`config.mk`:
```
export PLATFORM = sky130hd
export DESIGN_NAME = rsq_queue
export DESIGN_NICKNAME = d
export VERILOG_FILES = /design/src/hdl/rsq_pkg.sv /design/src/hdl/rsq_queue.sv
export SDC_FILE = /design/constraint.sdc
export NUM_CORES = 1
export LEC_CHECK = 0
export BUFFER_PORTS_ARGS = -buffer_cell sky130_fd_sc_hd__buf_2
export CAP_MARGIN = 25
export CORE_AREA = 4 4 325 327
export CTS_CLUSTER_DIAMETER = 120
export CTS_CLUSTER_SIZE = 40
export DETAILED_ROUTE_END_ITERATION = 12
export DIE_AREA = 0 0 329 331
export PLACE_DENSITY_LB_ADDON = 0.05
export SETUP_SLACK_MARGIN = 0.15
export SLEW_MARGIN = 20
export SYNTH_ARGS = -nofsm -noshare
export SYNTH_HDL_FRONTEND = slang
export SYNTH_SLANG_ARGS = --single-unit
```
`constraint.sdc`:
```
create_clock -name clk -period 27.5 [get_ports clk]
set_input_delay 1.375 -clock clk [delete_from_list [all_inputs] [get_ports clk]]
set_output_delay 1.375 -clock clk [all_outputs]
set_load 0.01 [all_outputs]
```
`src/hdl/rsq_pkg.sv`:
```
// ----------------------------------------------------------------------------
// rsq_pkg
// Shared types, codes and the quarter-wave sine generator for the rotated
// sprite quad setup block.
// ----------------------------------------------------------------------------
package rsq_pkg;

    typedef enum logic {
        OP_DRAW        = 1'b0,
        OP_BEGIN_BATCH = 1'b1
    } op_t;

    // corner order on the output
    typedef enum logic [1:0] {
        CORNER_BL = 2'd0,
        CORNER_TL = 2'd1,
        CORNER_TR = 2'd2,
        CORNER_BR = 2'd3
    } corner_t;

    localparam logic [63:0] HALF_PI_Q30 = 64'd1686629713;
    localparam logic [30:0] ONE_Q30     = 31'h4000_0000;

    // per-sprite attributes that ride along to every vertex
    typedef struct packed {
        logic [31:0] cx;
        logic [31:0] cy;
        logic [31:0] rgba;
        logic [15:0] tex_left;
        logic [15:0] tex_top;
        logic [15:0] tex_right;
        logic [15:0] tex_bottom;
        logic [6:0]  slot_hi;
        logic        full;
    } attr_t;

    typedef struct packed {
        attr_t       attr;
        logic [30:0] w;
        logic [30:0] h;
    } spr_t;

    // one queued sprite: size times |cos| / |sin| magnitudes plus signs
    typedef struct packed {
        logic [60:0] m_wc;
        logic [60:0] m_hs;
        logic [60:0] m_ws;
        logic [60:0] m_hc;
        logic        neg_cs;
        logic        neg_sn;
        attr_t       attr;
    } qent_t;

    // Taylor series of sin(x), x in Q2.30, clamped to [0, 1.0]
    function automatic logic [30:0] taylor_sine(input logic [63:0] x);
        logic [63:0] x2;
        logic [63:0] t;
        logic [63:0] s;
        logic [30:0] r;
        x2 = (x * x) >> 30;
        t  = x;
        s  = x;
        t  = ((t * x2) >> 30) / 64'd6;
        s  = s - t;
        t  = ((t * x2) >> 30) / 64'd20;
        s  = s + t;
        t  = ((t * x2) >> 30) / 64'd42;
        s  = s - t;
        t  = ((t * x2) >> 30) / 64'd72;
        s  = s + t;
        t  = ((t * x2) >> 30) / 64'd110;
        s  = s - t;
        t  = ((t * x2) >> 30) / 64'd156;
        s  = s + t;
        t  = ((t * x2) >> 30) / 64'd210;
        s  = s - t;
        if (s[63])
            r = '0;
        else if (s > {33'd0, ONE_Q30})
            r = ONE_Q30;
        else
            r = s[30:0];
        return r;
    endfunction

endpackage

```
`src/hdl/rsq_queue.sv`:
```
// ----------------------------------------------------------------------------
// rsq_queue
// Two-entry request queue between the sprite front end and the vertex back end.
// ----------------------------------------------------------------------------
module rsq_queue (
    input  logic           clk,
    input  logic           rst_n,
    input  logic           push,
    input  rsq_pkg::qent_t din,
    output logic           full,
    input  logic           pop,
    output logic           nonempty,
    output rsq_pkg::qent_t dout
);

    localparam int DEPTH = 2;

    rsq_pkg::qent_t mem [0:DEPTH-1];
    logic           wr_ptr_reg;
    logic           wr_ptr_next;
    logic           rd_ptr_reg;
    logic           rd_ptr_next;
    logic [1:0]     count_reg;
    logic [1:0]     count_next;

    assign full     = (count_reg == 2'(DEPTH));
    assign nonempty = (count_reg != 2'd0);
    assign dout     = mem[rd_ptr_reg];

    always_comb
    begin
        wr_ptr_next = push ? ~wr_ptr_reg : wr_ptr_reg;
        rd_ptr_next = pop ? ~rd_ptr_reg : rd_ptr_reg;
        count_next  = count_reg;
        if (push && !pop)
            count_next = count_reg + 2'd1;
        else if (pop && !push)
            count_next = count_reg - 2'd1;
    end

    always_ff @(posedge clk or negedge rst_n)
    begin
        if (!rst_n)
        begin
            wr_ptr_reg <= 1'b0;
            rd_ptr_reg <= 1'b0;
            count_reg  <= 2'd0;
        end
        else
        begin
            wr_ptr_reg <= wr_ptr_next;
            rd_ptr_reg <= rd_ptr_next;
            count_reg  <= count_next;
        end
    end

    always_ff @(posedge clk)
    begin
        if (push)
            mem[wr_ptr_reg] <= din;
    end

    a_no_overflow: assert property (@(posedge clk) disable iff (!rst_n)
        push |-> (count_reg != 2'(DEPTH) || pop))
        else $error("queue push while full");

    a_no_underflow: assert property (@(posedge clk) disable iff (!rst_n)
        pop |-> count_reg != 2'd0)
        else $error("queue pop while empty");

    a_count_up: assert property (@(posedge clk) disable iff (!rst_n)
        (push && !pop) |=> count_reg == $past(count_reg) + 2'd1)
        else $error("queue count lost a push");

endmodule

```
==> flow_summary.toml, run 1 <==
[drt]
num_vias = 15296
ant_nets = 0
wirelength_microns = 83100
post-route-drc-count = 0
dr.pass1.iters = 4
vias_per_cell = 4.28
drtIter0Drc = 819
wl_per_cell_microns = 23.2

[final_layout]
final_cells = 3574
area_growth_pct = 22.7
fillers = 9872
drive_gt1_share_pct = 60.9
largest_reg_flops = 828
finalNetCount = 2557
fin_area_sq_mm = 0.0372
final_core_util_pct = 36.1

[logic_synthesis]
ys_seq_elements = 832
synthAdderAreaFrac_pct = 0.0413
synth_xor_area_share_pct = 0.144
synth_compound_area_share_pct = 0
synthMuxAreaShare_pct = 15.8
syn_avg_cell_area_sq_um = 23.2
syn_inst = 1304
synth_nets = 1723
ys_types = 15
yosysWarnings = 0
synth_top_family_by_area = "multiplexers"
seq_area_frac_synth_pct = 82.4
synthSimpleGateAreaFrac_pct = 0.0950
synth.cell_area_sq_mm = 0.0303

[clocking]
clock_latency_ns = 0.66
clk_pin_slew_ns = 0.13
clkSinkCount = 832
numCtsBuffers = 31
cts_tree = "built"
cts-root-buf = "clkbuf_16"
postCtsResizedCells = 0
htreeDepth = 1
clockBufferDepth = 3
post-cts-setup-buffers = 0
hold_buffers = 0

[placed_design]
routabilityCongestion = 0.782
dp_worst_setup_slack_ns = 23.02
io_buffers = 833
placed_area_sq_mm = 0.0359
dpl.hpwl_microns = 59000
dp.cells = 3483

[floorplan]
pin_count = 834
rows = 118
die_h_microns = 331
die_width_microns = 329
die_area_sq_mm = 0.109
start_util_pct = 29.5
core_region_area_sq_mm = 0.103

[sta]
max_slew.worst_pin.slew_ns = 1.11
setup_slack_ns = 22.70
rsz0062_at_grt = "no"
tns_ns = 0
finalSetupViolations = 0
slew_headroom_pct = 25.9
hold_viol = 0
fin_skew_ns = 0.0507
fmax_mhz = 208
slew_viol_final = 0
post-route-period-util_pct = 17.5
min_period_ns = 4.80

[setup_path]
crit_type = "reg -> out"
cp_data_required_time_ns = 26.12
worstPathArrival_ns = 3.43
end_kind = "output pin"
startpoint_type = "flop"
cp_max_fo = 53

[power]
powerDensity_mw_per_mm2 = 96.2
ir_drop_v = 0.0000819
power_leakage_uw = 0.0136

[global_route]
grt.overflow.total = 0
grt_max_degree = 162
antenna_found_initial = 65
grt_pass1_wl_microns = 113000
grt_pass1_vias = 16127
grtUsageTotal_pct = 14.3

[outcome]
status = "completed"

[flow_run]
maxCapViolCount = 0

[hold_path]
hp-class = "in -> async"
-- synth_stat cells (all sizes together) --
| cell type | n | area, sq um |
|---|---|---|
| xor2 | 4 | 35.0 |
| nor2b | 2 | 12.5 |
| ha | 1 | 12.5 |
| edfxtp | 828 | 24900 |
| mux2 | 414 | 4770 |
| or2 | 1 | 6.26 |
| buf | 46 | 480 |
| xnor2 | 1 | 8.76 |
| nor2 | 1 | 3.75 |
| inv | 1 | 3.75 |
| dfrtp | 4 | 100 |
| and2 | 1 | 6.26 |
-- metrics by stage --
stage	hold slack (ns)	total power, uW
4_1_cts	0.407	3660
3_3_place_gp	0.465	2980
3_5_place_dp	0.474	2990
6_report	0.483	3580
2_1_floorplan	0.447	2640
5_1_grt	0.417	3770
-- worst paths after layout --
kind / cells past startpoint / slack (ns) / endpoint / startpoint
worst max register to register: 3 / 24.30 / mem[1][210]$_DFFE_PP_ / wr_ptr_reg$_DFFE_PN0P_
worst min register to register: 1 / 0.50 / count_reg[1]$_DFFE_PN0P_ / count_reg[1]$_DFFE_PN0P_
min in group clk: 1 / 0.50 / count_reg[1]$_DFFE_PN0P_ / count_reg[1]$_DFFE_PN0P_
worst max-delay path: 5 / 22.70 / dout[235] / rd_ptr_reg$_DFFE_PN0P_
max in group asynchronous: 1 / 26.88 / rd_ptr_reg$_DFFE_PN0P_ / rst_n
worst min-delay path: 1 / 0.48 / count_reg[0]$_DFFE_PN0P_ / rst_n
-- worst max-delay path: stages, from the launching register on --
cell and delay [ns]:
dfrtp_4 0.70, buf_4 0.65, buf_4 0.47, buf_16 0.33
mux2_2 0.38, buf_2 0.15
-- layout make-up --
class,count,area [sq um],area share [%]
well taps,1380,1730,4.64
flip-flops and latches,832,25000,67.2
multi-input cells,425,4870,13.1
clock buffers,32,779,2.10
inverters,1,3.75,0.0101
diodes,32,80.1,0.215
repair buffers,847,4400,11.8
clock inverters,25,350,0.942
-- routing by layer --
| metal | part of all wire, % | track usage [%] | vias up | routed length, microns |
|---|---|---|---|---|
| li1 | - | - | 6894 | - |
| met1 | 33 | 14.2 | 7686 | 27200 |
| met2 | 54 | 27.1 | 525 | 45000 |
| met3 | 8.8 | 5.22 | 165 | 7330 |
| met4 | 4.0 | 5.09 | 26 | 3360 |
| met5 | 0.22 | 0 | - | 185 |
-- cell usage in the layout, fill, tap and decap left out, drive strengths merged, types with 2 or more instances in the layout --
cell,n
buf,847
clkbuf,32
clkinv,13
dfrtp,4
diode,32
edfxtp,828
inv,12
mux2,414
nor2b,2
xor2,4
-- kinds of logic (layout without fill, tap and decap cells) --
family,count (synthesis),count (layout)
mux,414,414
flops,832,832
xor+xnor,5,5
buf+inv,47,905
simple gates,5,5
other cells,0,32
fa+ha+maj,1,1
-- where the power goes --
part / internal (uW) / switching (uW) / total [uW]
Combinational: 504 / 679 / 1180
Sequential: 1680 / 55.6 / 1740
Clock: 241 / 417 / 657
Total: 2430 / 1150 / 3580
No activity file was read; power rests on OpenSTA's default activity.
==> run 2, diff against run 1 <==
--- a/config.mk
+++ b/config.mk
@@ -5,6 +5,7 @@
 export SDC_FILE = /design/constraint.sdc
 export NUM_CORES = 1
 export LEC_CHECK = 0
+export ABC_AREA = 1
 export BUFFER_PORTS_ARGS = -buffer_cell sky130_fd_sc_hd__buf_2
 export CAP_MARGIN = 25
 export CORE_AREA = 4 4 325 327
==> constraint.sdc (replaced) <==
create_clock -name clk -period 3.9 [get_ports clk]
set_input_delay 0.195 -clock clk [delete_from_list [all_inputs] [get_ports clk]]
set_output_delay 0.195 -clock clk [all_outputs]
set_load 0.01 [all_outputs]
==> flow_summary.toml, run 2 <==
[sta]
min_period_ns = 2.88
max_slew.worst_pin.slew_ns = 1.04
fin_skew_ns = 0.0449
slew_viol_final = 0
finalHoldWorstSlack_ns = 0.236
fmax_mhz = 347
rsz0062_at_grt = "no"
finalSetupViolations = 0
slew_headroom_pct = 30.9
tns_ns = 0
hold_viol = 0
post-route-period-util_pct = 73.8

[drt]
wirelength_microns = 85900
vias_per_cell = 4.23
num_vias = 16905
wl_per_cell_microns = 21.5
dr.pass1.iters = 4
drtIter0Drc = 786
ant_nets = 0
post-route-drc-count = 0

[global_route]
grt.overflow.total = 0
grtUsageTotal_pct = 14.9
grt_pass1_vias = 18103
antenna_found_initial = 14
grt_max_degree = 136
grt_pass1_wl_microns = 120000

[power]
p_switching_uw = 8380
seqPwrFrac_pct = 47.3
power_frac_clock_pct = 18.4
p_int_uw = 17500
p_comb_share_pct = 34.4
ir_drop_v = 0.000425
sw_frac_of_total_pct = 32.4
powerDensity_mw_per_mm2 = 623
power_leakage_uw = 0.0154

[outcome]
status = "completed"

[final_layout]
mostFrequentLayoutCells = "buf_2, edfxtp_1, dlygate4sd3_1, mux2_2, clkbuf_16"
finalNetCount = 3000
largest_reg_flops = 828
area_growth_pct = 37.0
final_core_util_pct = 40.4
drive_gt1_share_pct = 51.3
layout_commonest_cell = "buf_2"

[placed_design]
dpl.hpwl_microns = 61100
io_buffers = 833
routabilityCongestion = 0.776

[logic_synthesis]
async_flop_share_pct = 0.481
ys_seq_elements = 832
yosys-top-cells-area = "edfxtp_1, mux2_2, buf_6, mux2_4, dfrtp_1"
yosysWarnings = 0
synth_ff_type = "edfxtp_1"
synth.most_common_cell = "edfxtp_1"
synth.cell_area_sq_mm = 0.0303
synth_edf_count = 828
yosys.area.top_type_share_pct = 82.0
ys_types = 15
yosys-top-cells-count = "edfxtp_1, mux2_2, buf_6"
synth_nets = 1732
syn_avg_cell_area_sq_um = 23.1
seq_area_frac_synth_pct = 82.3
syn_inst = 1313
yosysTopAreaCell = "edfxtp_1"

[setup_path]
critical_path.cell_chain = "buf_12, mux2_2, buf_2"
max_stage_delay_ns = 0.84
cp_data_required_time_ns = 3.70
crit_family = "flip-flops"
slowest_stage = "dfrtp_4"
end_kind = "output pin"
crit_type = "reg -> out"
startpoint_type = "flop"
cp_max_fo = 83
worstPathArrival_ns = 2.69
cp.buffers_inverters = 2

[floorplan]
start_util_pct = 29.5
rows = 118
core_region_area_sq_mm = 0.103
die_h_microns = 331
die_area_sq_mm = 0.109
die_width_microns = 329
pin_count = 834

[flow_run]
maxCapViolCount = 0

[clocking]
clkSinkCount = 832
clk_pin_slew_ns = 0.14
numCtsBuffers = 31
clock_latency_ns = 0.67
cts-root-buf = "clkbuf_16"
cts_tree = "built"
post-cts-setup-buffers = 0
htreeDepth = 1
clockBufferDepth = 3
postCtsResizedCells = 0

[hold_path]
hp-class = "in -> reg"
[run 2: cell types whose count changed after synthesis, sizes merged, moves of 2 or more]
cell	delta
inv	+6
nand2	+6
nor2b	-2
xor2	-2
[run 2: final cells by class]
| type | count | area (sq um) |
|---|---|---|
| inverter | 7 | 30.0 |
| sequential | 832 | 25000 |
| timing repair buffer | 1281 | 8740 |
| antenna | 11 | 27.5 |
| clock buffer | 31 | 776 |
| clock inverter | 25 | 398 |
| tap | 1380 | 1730 |
| fill | 9626 | 61400 |
| multi-input combinational | 428 | 4860 |
[run 2: logic make-up after synthesis]
group | after synthesis | share of synthesized area [%]
AND/OR/NAND/NOR | 10 | 0.136
multiplexers | 414 | 15.7
buffers and inverters | 53 | 1.67
adder cells (fa/ha/maj) | 1 | 0.0413
XOR/XNOR | 3 | 0.0867
flip-flops | 832 | 82.3
[run 2: path summary, 6_finish.rpt]
kind | cells past startpoint | slack, ns | from | to
worst max register to register | 3 | 1.66 | wr_ptr_reg$_DFFE_PN0P_ | mem[1][8]$_DFFE_PP_
max in group asynchronous | 3 | 3.18 | rst_n | wr_ptr_reg$_DFFE_PN0P_
worst min-delay path | 2 | 0.24 | din[346] | mem[1][346]$_DFFE_PP_
worst max-delay path | 3 | 1.02 | rd_ptr_reg$_DFFE_PN0P_ | dout[32]
worst min register to register | 2 | 0.50 | count_reg[1]$_DFFE_PN0P_ | count_reg[1]$_DFFE_PN0P_
min in group asynchronous | 3 | 0.50 | rst_n | count_reg[1]$_DFFE_PN0P_
[run 2: stage by stage]
stage	worst slack, ns	instance area (sq um)	cells	total power (uW)
floorplan	-3.21	30300	1313	18000
global placement	1.68	36100	3510	21200
detailed placement	1.68	36100	3510	21300
CTS	0.885	41500	3984	26500
global route	0.844	41500	3993	27300
finish	1.02	41500	3995	25900
[run 2: what timing repair did]
item | CTS | global route
hold endpoints to repair | 836 | 0
setup endpoints to repair | 0 | 0
hold buffers | 418 | 0
[run 2: power groups by stage]
stage	registers (uW)	clock network (uW)	logic [uW]
floorplan	12700	0	5240
global placement	12400	0	8830
detailed placement	12500	0	8820
CTS	12200	5020	9230
global route	12400	5330	9560
finish	12200	4750	8890
[run 2: routing by layer]
metal | global-route usage [%] | share of wire (%) | up-vias | routed length, microns
li1 | - | - | 7757 | -
met1 | 16.4 | 36 | 8540 | 30900
met2 | 28.1 | 54 | 508 | 46100
met3 | 4.03 | 7.0 | 94 | 6050
met4 | 4.32 | 3.2 | 6 | 2790
met5 | 0 | 0.051 | - | 44
==> run 3, diff against run 2 <==
==> constraint.sdc (replaced) <==
create_clock -name clk -period 3 [get_ports clk]
set_input_delay 0.15 -clock clk [delete_from_list [all_inputs] [get_ports clk]]
set_output_delay 0.15 -clock clk [all_outputs]
set_load 0.01 [all_outputs]
==> flow_summary.toml, run 3 (synthesis results as in run 2) <==
[power]
p_comb_share_pct = 34.9
sw_frac_of_total_pct = 32.3
power_leakage_uw = 0.0154
p_int_uw = 22600
power_uw = 33400
ir_drop_v = 0.000923
powerDensity_mw_per_mm2 = 805
p_switching_uw = 10800
seqPwrFrac_pct = 47.3
power_frac_clock_pct = 17.8

[setup_path]
rr_worst_depth = 3
startpoint_type = "flop"
cp_max_fo = 67
rr_endpoint = "mem[1][317]$_DFFE_PP_"
worstPathArrival_ns = 2.52
cp_data_required_time_ns = 2.85
crit_type = "reg -> out"
end_kind = "output pin"
regToRegSetupSlack_ns = 1.17
rr_startpoint = "wr_ptr_reg$_DFFE_PN0P_"

[final_layout]
final_core_util_pct = 40.3
area_growth_pct = 36.8
multi_input_area_sq_mm = 0.00486
drive_gt1_share_pct = 51.2
mostFrequentLayoutCells = "buf_2, edfxtp_1, dlygate4sd3_1, mux2_2, clkbuf_16"
fin_area_sq_mm = 0.0415
finalNetCount = 3001
layout_commonest_cell = "buf_2"
fillers = 9701
largest_reg_flops = 828
regArea_sq_mm = 0.0250

[clocking]
cts_tree = "built"
clockBufferDepth = 3
postCtsResizedCells = 0
cts-root-buf = "clkbuf_16"
clk_pin_slew_ns = 0.14
post-cts-setup-buffers = 0
numCtsBuffers = 31
hold_buffers = 418
clkSinkCount = 832
clock_latency_ns = 0.65
htreeDepth = 1

[drt]
ant_nets = 0
post-route-drc-count = 0
wirelength_microns = 87100
drtIter0Drc = 722
vias_per_cell = 4.21
wl_per_cell_microns = 21.8
dr.pass1.iters = 4
num_vias = 16805

[flow_run]
maxCapViolCount = 0

[sta]
tns_ns = 0
post-route-period-util_pct = 89.0
min_period_ns = 2.67
slew_headroom_pct = 39.5
max_slew.worst_pin.slew_ns = 0.907
finalSetupViolations = 0
fin_skew_ns = 0.0308
slew_viol_final = 0
fmax_mhz = 375
rsz0062_at_grt = "no"
hold_viol = 0

[floorplan]
die_width_microns = 329
pin_count = 834
die_area_sq_mm = 0.109
die_h_microns = 331
core_region_area_sq_mm = 0.103
start_util_pct = 29.5
rows = 118

[placed_design]
io_buffers = 833
placed_area_sq_mm = 0.0362
routabilityCongestion = 0.783
dpl.hpwl_microns = 62700

[global_route]
grt_max_degree = 141
grt_pass1_vias = 18408
grt_pass1_wl_microns = 122000
grt.overflow.total = 0
antenna_found_initial = 15
grtUsageTotal_pct = 15.1

[hold_path]
whs_path_depth = 2
holdCritStartpoint = "din[342]"
hp-class = "in -> reg"
hold_end = "mem[1][342]$_DFFE_PP_"

[outcome]
status = "completed"
-- run 3: cell count changes in the layout (fill, tap and decap cells not counted) --
cell,previous run,this run
clkinvlp_4,1,5
inv_8,7,3
buf_12,13,16
buf_4,17,15
inv_12,2,0
inv_6,4,6
bufinv_16,2,1
clkinv_1,0,1
clkinv_16,4,3
clkinv_4,2,3
-- run 3: how the worst max path moves through the flow --
stage                                       from                  end  slack (ns)  cells past startpoint
after global placement    rd_ptr_reg$_DFFE_PN0P_            dout[320]        1.04                      4
after CTS                 rd_ptr_reg$_DFFE_PN0P_            dout[251]        0.25                      4
after floorplan           wr_ptr_reg$_DFFE_PN0P_  mem[1][0]$_DFFE_PP_       -4.11                      2
after global routing      rd_ptr_reg$_DFFE_PN0P_            dout[320]        0.19                      4
final                     rd_ptr_reg$_DFFE_PN0P_            dout[251]        0.33                      4
after detailed placement  rd_ptr_reg$_DFFE_PN0P_            dout[251]        1.04                      4
-- run 3: area by class of cell --
class	instances	share of cell area, %
inverter	7	0.0724
clock inverter	25	0.772
clock buffer	31	1.87
antenna	11	0.0663
sequential	832	60.2
tap	1380	4.16
timing repair buffer	1282	21.2
multi-input combinational	428	11.7
-- run 3: per-stage QoR --
stage,worst slack (ns),hold slack [ns],cells
detailed placement,1.04,-0.0236,3511
CTS,0.251,0.109,3985
global route,0.192,0.133,3994
finish,0.330,0.186,3996
floorplan,-4.11,-0.146,1313
global placement,1.04,-0.0223,3511
-- run 3: power by group through the flow --
stage	logic, uW	registers (uW)	clock network, uW
after detailed placement	11500	16100	0
after CTS	12100	15800	6270
after global routing	12500	16000	6650
after floorplan	6760	16500	0
after global placement	11500	16100	0
final	11700	15800	5940
-- run 3: critical path: stages, from the launching register on --
cell     delay, ns
dfrtp_4       0.49
buf_12        0.26
buf_12        0.41
mux2_2        0.45
buf_2         0.16
-- run 3: routing by layer --
| metal | vias up | global-route usage [%] | wire length, microns |
|---|---|---|---|
| li1 | 7767 | - | - |
| met1 | 8474 | 16.6 | 32000 |
| met2 | 465 | 28.9 | 47400 |
| met3 | 91 | 3.68 | 5310 |
| met4 | 8 | 3.89 | 2390 |
| met5 | - | 0 | 57 |
