--- src/hdl/rsq_pkg.sv ---
// ----------------------------------------------------------------------------
// rsq_pkg
// Shared types, codes and the quarter-wave sine generator for the rotated
// sprite quad setup block.
// ----------------------------------------------------------------------------
package rsq_pkg;

    typedef enum logic {
        OP_DRAW        = 1'b0,
        OP_BEGIN_BATCH = 1'b1
    } op_t;

    // corner order on the output
    typedef enum logic [1:0] {
        CORNER_BL = 2'd0,
        CORNER_TL = 2'd1,
        CORNER_TR = 2'd2,
        CORNER_BR = 2'd3
    } corner_t;

    localparam logic [63:0] HALF_PI_Q30 = 64'd1686629713;
    localparam logic [30:0] ONE_Q30     = 31'h4000_0000;

    // per-sprite attributes that ride along to every vertex
    typedef struct packed {
        logic [31:0] cx;
        logic [31:0] cy;
        logic [31:0] rgba;
        logic [15:0] tex_left;
        logic [15:0] tex_top;
        logic [15:0] tex_right;
        logic [15:0] tex_bottom;
        logic [6:0]  slot_hi;
        logic        full;
    } attr_t;

    typedef struct packed {
        attr_t       attr;
        logic [30:0] w;
        logic [30:0] h;
    } spr_t;

    // one queued sprite: size times |cos| / |sin| magnitudes plus signs
    typedef struct packed {
        logic [60:0] m_wc;
        logic [60:0] m_hs;
        logic [60:0] m_ws;
        logic [60:0] m_hc;
        logic        neg_cs;
        logic        neg_sn;
        attr_t       attr;
    } qent_t;

    // Taylor series of sin(x), x in Q2.30, clamped to [0, 1.0]
    function automatic logic [30:0] taylor_sine(input logic [63:0] x);
        logic [63:0] x2;
        logic [63:0] t;
        logic [63:0] s;
        logic [30:0] r;
        x2 = (x * x) >> 30;
        t  = x;
        s  = x;
        t  = ((t * x2) >> 30) / 64'd6;
        s  = s - t;
        t  = ((t * x2) >> 30) / 64'd20;
        s  = s + t;
        t  = ((t * x2) >> 30) / 64'd42;
        s  = s - t;
        t  = ((t * x2) >> 30) / 64'd72;
        s  = s + t;
        t  = ((t * x2) >> 30) / 64'd110;
        s  = s - t;
        t  = ((t * x2) >> 30) / 64'd156;
        s  = s + t;
        t  = ((t * x2) >> 30) / 64'd210;
        s  = s - t;
        if (s[63])
            r = '0;
        else if (s > {33'd0, ONE_Q30})
            r = ONE_Q30;
        else
            r = s[30:0];
        return r;
    endfunction

endpackage

--- src/hdl/rsq_back.sv ---
// ----------------------------------------------------------------------------
// rsq_back
// Walks the four corners of the queued sprite, one vertex per cycle when not
// stalled by out_stall: signed offset sum, round half up, add to center, saturate.
// ----------------------------------------------------------------------------
module rsq_back (
    input  logic           clk,
    input  logic           rst_n,
    input  logic           q_valid,
    input  rsq_pkg::qent_t q_data,
    output logic           q_pop,
    output logic           out_valid,
    input  logic           out_stall,
    output logic [31:0]    vertex_x,
    output logic [31:0]    vertex_y,
    output logic [31:0]    vertex_rgba,
    output logic [15:0]    vertex_u,
    output logic [15:0]    vertex_v,
    output logic [8:0]     vertex_slot,
    output logic           last_of_sprite,
    output logic           chunk_full
);

    function automatic logic [62:0] signed_term(input logic [60:0] m, input logic neg);
        logic [62:0] t;
        t = {2'b00, m};
        return neg ? (63'd0 - t) : t;
    endfunction

    // center + floor((d + 2^30) / 2^31), clamped to int32
    function automatic logic [31:0] place(input logic [31:0] c, input logic [62:0] d);
        logic [33:0] sum;
        logic [31:0] r;
        sum = {{2{c[31]}}, c} + {{2{d[62]}}, d[62:31]} + {33'd0, d[30]};
        if (sum[33] && !(sum[32] && sum[31]))
            r = 32'h8000_0000;
        else if (!sum[33] && (sum[32] || sum[31]))
            r = 32'h7FFF_FFFF;
        else
            r = sum[31:0];
        return r;
    endfunction

    logic              adv;
    logic              b1_en;
    logic              issue;
    rsq_pkg::corner_t  corner_reg;
    rsq_pkg::corner_t  corner_next;
    logic              sx_neg;
    logic              sy_neg;
    logic [62:0]       d_next;
    logic [62:0]       e_next;

    logic              b1_valid_reg;
    logic [62:0]       b1_d_reg;
    logic [62:0]       b1_e_reg;
    logic [31:0]       b1_cx_reg;
    logic [31:0]       b1_cy_reg;
    logic [31:0]       b1_rgba_reg;
    logic [15:0]       b1_u_reg;
    logic [15:0]       b1_v_reg;
    logic [8:0]        b1_slot_reg;
    logic              b1_last_reg;
    logic              b1_full_reg;

    logic              out_valid_reg;
    logic [31:0]       out_x_reg;
    logic [31:0]       out_y_reg;
    logic [31:0]       out_rgba_reg;
    logic [15:0]       out_u_reg;
    logic [15:0]       out_v_reg;
    logic [8:0]        out_slot_reg;
    logic              out_last_reg;
    logic              out_full_reg;

    assign adv   = !out_valid_reg || !out_stall;
    assign b1_en = !b1_valid_reg || adv;
    assign issue = b1_en && q_valid;
    assign q_pop = issue && (corner_reg == rsq_pkg::CORNER_BR);

    assign corner_next = issue ? rsq_pkg::corner_t'(corner_reg + 2'd1) : corner_reg;

    // x sign negative on the left edge, y sign negative on the bottom edge
    assign sx_neg = !corner_reg[1];
    assign sy_neg = !(corner_reg[1] ^ corner_reg[0]);

    assign d_next = signed_term(q_data.m_wc, sx_neg ^ q_data.neg_cs)
                  + signed_term(q_data.m_hs, !(sy_neg ^ q_data.neg_sn));
    assign e_next = signed_term(q_data.m_ws, sx_neg ^ q_data.neg_sn)
                  + signed_term(q_data.m_hc, sy_neg ^ q_data.neg_cs);

    always_ff @(posedge clk or negedge rst_n)
    begin
        if (!rst_n)
        begin
            corner_reg    <= rsq_pkg::CORNER_BL;
            b1_valid_reg  <= 1'b0;
            out_valid_reg <= 1'b0;
        end
        else
        begin
            corner_reg <= corner_next;
            if (b1_en)
                b1_valid_reg <= q_valid;
            if (adv)
                out_valid_reg <= b1_valid_reg;
        end
    end

    always_ff @(posedge clk)
    begin
        if (b1_en)
        begin
            b1_d_reg    <= d_next;
            b1_e_reg    <= e_next;
            b1_cx_reg   <= q_data.attr.cx;
            b1_cy_reg   <= q_data.attr.cy;
            b1_rgba_reg <= q_data.attr.rgba;
            b1_u_reg    <= corner_reg[1] ? q_data.attr.tex_right : q_data.attr.tex_left;
            b1_v_reg    <= (corner_reg[1] ^ corner_reg[0]) ? q_data.attr.tex_top
                                                            : q_data.attr.tex_bottom;
            b1_slot_reg <= {q_data.attr.slot_hi, corner_reg};
            b1_last_reg <= (corner_reg == rsq_pkg::CORNER_BR);
            b1_full_reg <= (corner_reg == rsq_pkg::CORNER_BR) && q_data.attr.full;
        end
        if (adv)
        begin
            out_x_reg    <= place(b1_cx_reg, b1_d_reg);
            out_y_reg    <= place(b1_cy_reg, b1_e_reg);
            out_rgba_reg <= b1_rgba_reg;
            out_u_reg    <= b1_u_reg;
            out_v_reg    <= b1_v_reg;
            out_slot_reg <= b1_slot_reg;
            out_last_reg <= b1_last_reg;
            out_full_reg <= b1_full_reg;
        end
    end

    assign out_valid      = out_valid_reg;
    assign vertex_x       = out_x_reg;
    assign vertex_y       = out_y_reg;
    assign vertex_rgba    = out_rgba_reg;
    assign vertex_u       = out_u_reg;
    assign vertex_v       = out_v_reg;
    assign vertex_slot    = out_slot_reg;
    assign last_of_sprite = out_last_reg;
    assign chunk_full     = out_full_reg;

    a_full_on_last: assert property (@(posedge clk) disable iff (!rst_n)
        (out_valid_reg && out_full_reg) |-> out_last_reg)
        else $error("chunk_full without last corner");

    a_last_slot: assert property (@(posedge clk) disable iff (!rst_n)
        (out_valid_reg && out_last_reg) |-> out_slot_reg[1:0] == rsq_pkg::CORNER_BR)
        else $error("last corner slot mismatch");

    a_head_kept: assert property (@(posedge clk) disable iff (!rst_n)
        (issue && corner_reg != rsq_pkg::CORNER_BR) |=> q_valid)
        else $error("sprite left the queue before its last corner");

endmodule

--- config.mk ---
export PLATFORM = sky130hd
export DESIGN_NAME = rsq_back
export DESIGN_NICKNAME = d
export VERILOG_FILES = /design/src/hdl/rsq_pkg.sv /design/src/hdl/rsq_back.sv
export SDC_FILE = /design/constraint.sdc
export NUM_CORES = 1
export LEC_CHECK = 0
export ABC_AREA = 0
export BUFFER_PORTS_ARGS = -buffer_cell sky130_fd_sc_hd__buf_2
export CAP_MARGIN = 20
export CORE_MARGIN = 2
export CORE_UTILIZATION = 46
export CTS_CLUSTER_DIAMETER = 200
export DETAILED_ROUTE_END_ITERATION = 8
export PLACE_DENSITY = 0.73
export REMOVE_ABC_BUFFERS = 1
export SETUP_SLACK_MARGIN = 0.02
export SYNTH_ARGS = -nofsm -noshare
export SYNTH_HDL_FRONTEND = slang
export SYNTH_SLANG_ARGS = --single-unit
--- constraint.sdc ---
create_clock -name clk -period 10 [get_ports clk]
set_clock_uncertainty 0.05 [all_clocks]
set_input_delay 0.5 -clock clk [delete_from_list [all_inputs] [get_ports clk]]
set_output_delay 0.5 -clock clk [all_outputs]
set_load 0.05 [all_outputs]
==> out/qor.csv, run 1 <==
stage,metric,value,unit
synthesis,syn_inst,2649,
detailed_routing,vias,22500,
detailed_routing,routedWlPerCell,19.2,um
timing,rsz0062_at_grt,false,
floorplanning,core-area,0.0563,mm2
detailed_routing,wl,76.6,mm
timing,setup-violations-final,0,
synthesis,synth.top_cell.area_share,39.6,%
floorplanning,rows,87,
cts,cts_buffer_depth,3,
worst_setup_path,critPathCaptureType,flip-flop,
floorplanning,initial_core_util,46.3,%
synthesis,synth.distinct_cells,95,
worst_hold_path,min_from,q_data[106],
worst_setup_path,timing.rr.end,b1_d_reg[60],
cts,cts_tree,built,
cts,cts.htree.levels,2,
timing,hold_viol_final,0,
cts,clk_latency,0.55,ns
synthesis,ys_warn_count,0,
place,hpwl,62.4,mm
synthesis,ys.flop_type,edfxtp_1,
synthesis,synth_seq_cells,348,
synthesis,synth.mux.area_fraction,1.54,%
worst_setup_path,r2r_slack,4.29,ns
synthesis,synth-simple-area-share,14.8,%
synthesis,synth_area,0.0261,mm2
grt,grt_pass1_wl,116,mm
finish,area_growth,18.7,%
grt,grt_max_degree,83,
synthesis,ys_top_cells_by_count,"edfxtp_1 (344), a21oi_1 (332), nor2_1 (190), ha_1 (189), xnor2_1 (181)",
worst_setup_path,cp_top_family,compound AO/OA/AOI/OAI gates,
place,gp_congestion,0.962,
timing,relSlewSlack,26.9,%
detailed_routing,dr.pass1.iters,6,
cts,cts_buffers,36,
finish,finalNetCount,3801,
detailed_routing,drc,0,
grt,gr-total-overflow,0,
worst_hold_path,min_delay_path_depth,1,
synthesis,synth_area_leaders,"edfxtp_1 (40%), ha_1 (9.1%), a21oi_1 (6.4%)",
synthesis,synth_edf_count,344,
worst_setup_path,max_stage_delay,0.89,ns
timing,period_minus_slack,5.71,ns
detailed_routing,dr.first_iter.drc_count,1398,
grt,grt_use_total,25.0,%
outcome,status,completed,
synthesis,synth_compound_area_share,20.0,%
timing,worstMarginPinSlew,1.10,ns
worst_setup_path,r2r_start,corner_reg[1],
timing,setup_tns,0,ns
synthesis,syn_area_per_cell,9.85,um2
place,portBuffers,558,
detailed_routing,antenna_left,0,
timing,drv_slew,0,
floorplanning,ioPinCount,559,
timing,fmaxAchievable,175,MHz
worst_setup_path,ff2ff_path_depth,16,
finish,n_fill_cell,5075,
floorplanning,die_h,242,um
worst_hold_path,hold_path_end,b1_cy_reg[2],
worst_setup_path,arrival,5.94,ns
grt,antenna_found_initial,16,
timing,period_share,57.1,%
finish,regArea,0.0104,mm2
floorplanning,die_w,242,um
synthesis,synth_xor_xnor_area_share,12.0,%
worst_setup_path,cp_common_cell,o21ai_0,
worst_setup_path,worst-path-max-fanout,29,
synthesis,yosysMostFrequentCell,edfxtp_1,
worst_setup_path,cp.buffers_inverters,2,
synthesis,ys_seq_area_share,40.0,%
synthesis,yosys.area.top_type,edfxtp_1,
worst_setup_path,crit_type,reg -> reg,
cts,clock_sinks,348,
worst_setup_path,start_kind,flip-flop,
finish,multi_input_area,0.0152,mm2
worst_setup_path,crit_chain,ha_1 -> buf_4 -> xor2_2 -> buf_4 -> o21ai_0 -> xnor2_1 -> ha_1 -> a21oi_1 -> o21ai_0 -> a2111oi_0 -> nand3_1 -> o211ai_1 -> a21boi_0 -> o21ai_0 -> a311o_1 -> a32oi_1,
finish,layout-drive-gt1-share,23.2,%
job,maxCapViolCount,0,
detailed_routing,highest-signal-layer,met5,
grt,first_global_vias,21200,
worst_setup_path,required,10.22,ns
synthesis,yosys.area_share.adder,9.37,%
synthesis,synth_top_family_by_area,compound AO/OA/AOI/OAI gates,
worst_setup_path,worst_path_max_delay_cell,dfrtp_2,
detailed_routing,avgViaCountPerCell,5.65,
floorplanning,dieArea,0.0586,mm2
cts,root_buffer,clkbuf_16,
detailed_routing,wl_met2,36.9,mm
cts,clkTransAtPathRegs,0.07,ns
detailed_routing,wl_met3,5.26,mm
worst_hold_path,worstHoldPathType,in -> reg,
synthesis,async_flop_share,1.15,%
detailed_routing,wl_met1,31.8,mm
worst max path at each step:
| stage | end | slack, ns | startpoint | cells past startpoint |
|---|---|---|---|---|
| after floorplan | q_pop | 1.74 | out_valid | 2 |
| after global placement | b1_d_reg[60] | 4.34 | q_data[358] | 17 |
| after detailed placement | b1_d_reg[60] | 4.22 | q_data[358] | 17 |
| after CTS | b1_d_reg[60] | 4.24 | corner_reg[1] | 16 |
| after global routing | b1_d_reg[60] | 3.82 | corner_reg[1] | 16 |
| final | b1_d_reg[60] | 4.29 | corner_reg[1] | 16 |
final cells by class:
cell class | instances | area share, %
Multi-Input combinational cell | 2147 | 49.0
Sequential cell | 348 | 33.7
Timing Repair Buffer | 575 | 9.56
Tap cell | 756 | 3.05
Clock buffer | 45 | 3.02
Inverter | 82 | 0.994
Clock inverter | 19 | 0.638
Antenna cell | 9 | 0.0727
metrics by stage:
step                instance area [um2]  utilization (%)  hold slack, ns  worst slack, ns  instances
floorplan                         25800                -           0.154             1.74       2577
global placement                  29800             52.9           0.287             4.34       3905
detailed placement                29800             52.9           0.282             4.22       3905
CTS                               30900             54.9          0.0465             4.24       3970
global route                      30900             55.0          0.0546             3.82       3973
finish                            31000             55.0          0.0734             4.29       3981
cells in the final DEF, fill, tap and decap left out, types with 18 or more instances in the layout:
cell,n
or3_1,24
a21oi_1,332
nand4_1,41
edfxtp_1,344
a31oi_1,27
o21a_1,18
nor2_1,190
nor3_1,68
o21bai_1,28
nand2b_1,30
o31ai_1,26
o21ai_0,149
a21o_1,95
nand2_1,155
mux2_2,33
inv_1,82
nor4_1,32
buf_2,558
nand3_1,55
xnor2_1,177
ha_1,189
clkbuf_16,37
xor2_1,172
nor2b_1,30
what timing repair did:
action / 4_1_cts / 5_1_grt
hold buffers: 1 / 0
buffers inserted: 0 / 0
endpoints found under the hold margin: 4 / 0
gates resized for setup: 0 / 0
routing by layer:
metal	vias up	GRT usage [%]
li1	11100	-
met1	10500	32.1
met2	782	42.8
met3	130	4.09
met4	12	8.70
met5	-	0
logic make-up after synthesis:
logic type      Yosys count
compound gates          823
xor+xnor                357
fa+ha+maj               193
buf+inv                 154
flops                   348
mux                      36
simple gates            738
Power of run 1 is left out: the tool's default activity adds up to more than one toggle a clock period on the data nets, which glitch-free logic cannot reach.
==> run 2: changes to the inputs <==
--- a/config.mk
+++ b/config.mk
@@ -12,7 +12,7 @@
 export CORE_UTILIZATION = 46
 export CTS_CLUSTER_DIAMETER = 200
 export DETAILED_ROUTE_END_ITERATION = 8
-export PLACE_DENSITY = 0.73
+export PLACE_DENSITY = 0.76
 export REMOVE_ABC_BUFFERS = 1
 export SETUP_SLACK_MARGIN = 0.02
 export SYNTH_ARGS = -nofsm -noshare
==> constraint.sdc (replaced) <==
create_clock -name clk -period 5 [get_ports clk]
set_clock_uncertainty 0.05 [all_clocks]
set_input_delay 0.25 -clock clk [delete_from_list [all_inputs] [get_ports clk]]
set_output_delay 0.25 -clock clk [all_outputs]
set_load 0.05 [all_outputs]
==> run 2 against run 1 <==
Critical path depth decreased by 2. Final area increased by 8.8%. First-iteration DRC count increased by 18%. Utilization increased by 4.8 points. Largest cell class unchanged. Final cell count increased by 7.0%. Critical path type unchanged.
==> out/qor.csv, run 2 (synthesis gave the netlist of run 1 again) <==
stage,metric,value,unit
outcome,status,completed,
place,portBuffers,558,
finish,n_fill_cell,4828,
floorplanning,die_w,242,um
detailed_routing,antenna_left,0,
cts,clock_sinks,348,
place,placed_cell_area,0.0306,mm2
worst_setup_path,crit_type,reg -> reg,
floorplanning,ioPinCount,559,
grt,antenna_found_initial,12,
timing,period_minus_slack,4.63,ns
floorplanning,die_h,242,um
finish,regArea,0.0104,mm2
timing,period_share,92.7,%
worst_setup_path,start_kind,flip-flop,
timing,fmaxAchievable,216,MHz
finish,fin_area,0.0337,mm2
timing,relSlewSlack,40.6,%
floorplanning,core-area,0.0563,mm2
cts,clk_latency,0.57,ns
grt,gr-total-overflow,0,
timing,rsz0062_at_grt,false,
detailed_routing,dr.first_iter.drc_count,1656,
floorplanning,rows,87,
detailed_routing,dr.pass1.iters,6,
place,dp_slack,-0.116,ns
worst_hold_path,min_from,q_data[45],
cts,root_buffer,clkbuf_16,
worst_hold_path,worstHoldPathType,in -> reg,
detailed_routing,routedWlPerCell,19.9,um
timing,setup_ws,0.367,ns
detailed_routing,vias,24300,
finish,area_growth,29.2,%
grt,grt_pass1_wl,130,mm
finish,layout-drive-gt1-share,24.5,%
finish,finalNetCount,4076,
cts,cts_buffers,40,
finish,layoutNonFillerInstCount,4258,
worst_hold_path,hold_path_end,b1_v_reg[5],
grt,grt_use_total,27.9,%
cts,clkTransAtPathRegs,0.07,ns
cts,postCtsSetupRepairBufs,0,
detailed_routing,wl,84.9,mm
grt,grt_max_degree,101,
detailed_routing,drc,0,
worst_setup_path,required,5.31,ns
place,gp_congestion,1.02,
worst_setup_path,r2r_start,corner_reg[1],
worst_setup_path,r2r_slack,0.37,ns
timing,drv_slew,0,
worst_setup_path,arrival,4.94,ns
detailed_routing,avgViaCountPerCell,5.72,
place,hpwl,65.7,mm
timing,setup-violations-final,0,
worst_setup_path,critPathCaptureType,flip-flop,
cts,cts_tree,built,
finish,final_cell_mix,"buf_2 (558), edfxtp_1 (344), a21oi_1 (331), nor2_1 (190), ha_1 (188)",
timing,hold_viol_final,0,
place,placed_cells,4011,
worst_setup_path,ff2ff_path_depth,14,
worst_setup_path,timing.rr.end,b1_d_reg[59],
floorplanning,initial_core_util,46.3,%
job,maxCapViolCount,0,
worst_setup_path,worst-path-max-fanout,13,
worst_hold_path,min_delay_path_depth,2,
timing,worstMarginPinSlew,0.892,ns
finish,mostFrequentLayoutCell,buf_2,
cts,cts.htree.levels,2,
cts,cts_buffer_depth,3,
finish,fin_util,59.9,%
floorplanning,dieArea,0.0586,mm2
finish,multi_input_area,0.0152,mm2
grt,first_global_vias,23800,
-- run 2: worst max-delay path, cell delays in order, from the launching register on --
cell       delay, ns
dfrtp_1         0.47
ha_4            0.45
xor2_4          0.40
o21ai_0         0.19
xnor2_1         0.20
ha_1            0.30
a21oi_1         0.19
o21ai_0         0.15
a2111oi_0       0.38
nand3_1         0.25
o21ai_1         0.25
o211ai_1        0.23
a221oi_4        0.38
mux2i_1         0.15
nor4b_1         0.37
-- run 2: timing repair --
item | 4_1_cts | 5_1_grt
resized for setup | 0 | 7
hold buffers | 167 | 0
setup endpoints to repair | 0 | 27
endpoints found under the hold margin | 140 | 0
-- run 2: worst max-delay path by stage --
stage                              from            to  slack [ns]
final                     corner_reg[1]  b1_d_reg[59]        0.37
after global routing      corner_reg[1]  b1_d_reg[61]        0.12
after CTS                 corner_reg[1]  b1_d_reg[59]        0.08
after detailed placement    q_data[358]  b1_d_reg[59]       -0.12
after global placement      q_data[358]  b1_d_reg[52]     -0.0008
after floorplan               out_valid         q_pop       -3.01
-- run 2: area by class of cell --
| type | instances | area share [%] |
|---|---|---|
| diodes | 6 | 0.0446 |
| inverters | 82 | 0.913 |
| flip-flops and latches | 348 | 31.0 |
| clock inverters | 27 | 0.943 |
| repair buffers | 846 | 16.1 |
| clock buffers | 46 | 3.04 |
| well taps | 756 | 2.81 |
| multi-input cells | 2147 | 45.2 |
-- run 2: routing by layer --
layer,track usage [%],wire (um),vias up
met3,4.86,5670,222
li1,-,-,11600
met2,48.4,41500,1026
met4,11.5,3450,14
met5,0,81,-
met1,34.4,34200,11400
-- run 2: metrics by stage --
step / TNS [ns] / hold slack [ns]
floorplan: -550.60 / -0.0956
global placement: -0.000774 / 0.0246
detailed placement: -0.277 / 0.0280
CTS: 0 / 0.00565
global route: 0 / 0.0301
finish: 0 / 0.0362
Power of run 2 is left out for the same reason.
==> run 3: changes to the inputs <==
==> constraint.sdc (replaced) <==
create_clock -name clk -period 5 [get_ports clk]
set_clock_uncertainty 0.05 [all_clocks]
set_input_delay 1 -clock clk [delete_from_list [all_inputs] [get_ports clk]]
set_output_delay 1 -clock clk [all_outputs]
set_load 0.05 [all_outputs]
==> run 3 against run 2 <==
The flow now finishes with violations (negative setup slack). Register-to-register slack got worse by 0.13 ns. Maximum frequency shrank 10%. Die area unchanged. Wire length up 1.8%. Utilization up 4.1 points. Critical path depth rose by 8. Non-clock buffer count is 272 higher. Worst setup slack worse by 0.52 ns. Sequential share of layout area fell by 2.0 points. Count of clock-buffer cells in the layout is 3 lower. Via count increased by 4.4%. Final cell count rose by 6.2%. Critical endpoint unchanged.
==> out/qor.csv, run 3 (synthesis gave the netlist of run 1 again) <==
stage,metric,value,unit
timing,drv_slew,0,
finish,mostFrequentLayoutCell,buf_2,
finish,regArea,0.0104,mm2
timing,relSlewSlack,13.8,%
timing,rsz0062_at_grt,true,
timing,hold_viol_final,0,
floorplanning,core-area,0.0563,mm2
detailed_routing,wl,86.4,mm
worst_setup_path,worst-path-max-fanout,5,
grt,grt_max_degree,138,
cts,root_buffer,clkbuf_16,
cts,cts_buffer_depth,3,
detailed_routing,drc,0,
timing,worstMarginPinSlew,1.29,ns
outcome,violations,negative setup slack,
cts,cts_buffers,37,
worst_setup_path,critPathCaptureType,flip-flop,
worst_setup_path,crit_type,in -> reg,
detailed_routing,vias,25400,
worst_setup_path,arrival,5.38,ns
cts,clk_latency,0.55,ns
worst_setup_path,r2r_start,corner_reg[1],
worst_setup_path,required,5.23,ns
timing,period_share,103,%
grt,first_global_vias,24600,
finish,fin_util,64.0,%
grt,antenna_found_initial,11,
detailed_routing,routedWlPerCell,19.1,um
place,gp_congestion,0.980,
worst_setup_path,crit_start,q_data[359],
place,hpwl,69.1,mm
place,portBuffers,558,
grt,grt_use_total,27.8,%
finish,final_cell_mix,"buf_2 (554), buf_4 (543), edfxtp_1 (344), a21oi_1 (295), ha_1 (184)",
finish,n_fill_cell,4629,
job,maxCapViolCount,0,
place,dp_slack,-0.819,ns
cts,cts.htree.levels,2,
finish,finalNetCount,4345,
floorplanning,ioPinCount,559,
floorplanning,dieArea,0.0586,mm2
worst_setup_path,r2r_slack,0.24,ns
grt,gr-total-overflow,0,
worst_setup_path,start_kind,primary input,
timing,fmaxAchievable,194,MHz
detailed_routing,avgViaCountPerCell,5.62,
floorplanning,die_w,242,um
finish,multi_input_area,0.0160,mm2
detailed_routing,dr.pass1.iters,6,
finish,layout-drive-gt1-share,37.7,%
cts,clock_sinks,348,
floorplanning,rows,87,
timing,setup_ws,-0.155,ns
cts,cts_tree,built,
outcome,status,"complete, but fails checks",
timing,period_minus_slack,5.15,ns
floorplanning,die_h,242,um
floorplanning,initial_core_util,46.3,%
detailed_routing,antenna_left,0,
detailed_routing,dr.first_iter.drc_count,1516,
finish,area_growth,38.1,%
worst_hold_path,worstHoldPathType,in -> async,
cts,clkTransAtPathRegs,0.06,ns
timing,setup-violations-final,16,
grt,grt_pass1_wl,129,mm
## run 3: cell count changes in the layout (fill, tap and decap cells not counted), moves of 12 or more
cell	previous run	this run
a21oi_1	331	295
a21oi_2	2	36
buf_4	117	543
buf_6	0	16
dlygate4sd3_1	167	0
nor2_1	190	178
o21ai_0	149	107
o21ai_1	6	37
## run 3: per-layer routing
| metal | track usage [%] | wire, um | part of all wire [%] | vias up |
|---|---|---|---|---|
| li1 | - | - | - | 12200 |
| met1 | 33.8 | 34500 | 40 | 12000 |
| met2 | 49.5 | 42800 | 49 | 961 |
| met3 | 4.10 | 5430 | 6.3 | 235 |
| met4 | 10.8 | 3610 | 4.2 | 18 |
| met5 | 0 | 116 | 0.13 | - |
## run 3: final cells by class
type,count,share of cell area (%)
multi-input cells,2147,44.5
flip-flops and latches,348,29.0
repair buffers,1118,19.8
clock buffers,43,2.63
well taps,756,2.63
inverters,82,0.855
clock inverters,24,0.573
diodes,3,0.0208
## run 3: per-stage QoR
step                      setup TNS [ns]  hold WS [ns]  area [um2]  std cells
after floorplan                  -595.60         0.350       25800       2577
after global placement            -27.07         0.350       33700       4416
after detailed placement          -30.56         0.355       33700       4416
after CTS                         -0.140         0.201       35000       4488
after global routing               -5.05         0.208       36000       4518
final                              -1.25         0.231       36000       4521
## run 3: critical path: stages
cell     delay [ns]
buf_6          0.09
or4_4          0.54
or4_4          0.56
nor3b_4        0.33
nand3_4        0.23
buf_6          0.19
nor2_4         0.12
nand2_2        0.09
nor2_4         0.11
buf_6          0.12
a21oi_2        0.05
xor2_1         0.18
ha_2           0.19
a21o_1         0.21
a21o_1         0.17
a21o_1         0.17
a21o_1         0.19
a21oi_2        0.14
o21ai_2        0.10
or3_1          0.35
mux2i_1        0.18
nor4b_2        0.07
## run 3: repair_timing
| action | in CTS | in global routing |
|---|---|---|
| buffers inserted | 5 | 31 |
| pin swaps | 17 | 136 |
| setup endpoints to repair | 28 | 52 |
| resized for setup | 46 | 185 |
| cloned | 0 | 0 |
| hold buffers | 0 | 0 |
## run 3: final timing paths
kind / end / cells past startpoint
worst max-delay path: b1_d_reg[59] / 22
worst min-delay path: corner_reg[1] / 1
worst max register to register: b1_d_reg[53] / 16
worst min register to register: vertex_u[5] / 0
max in group asynchronous: out_valid / 1
min in group clk: vertex_u[5] / 0
Power of run 3 is left out for the same reason.
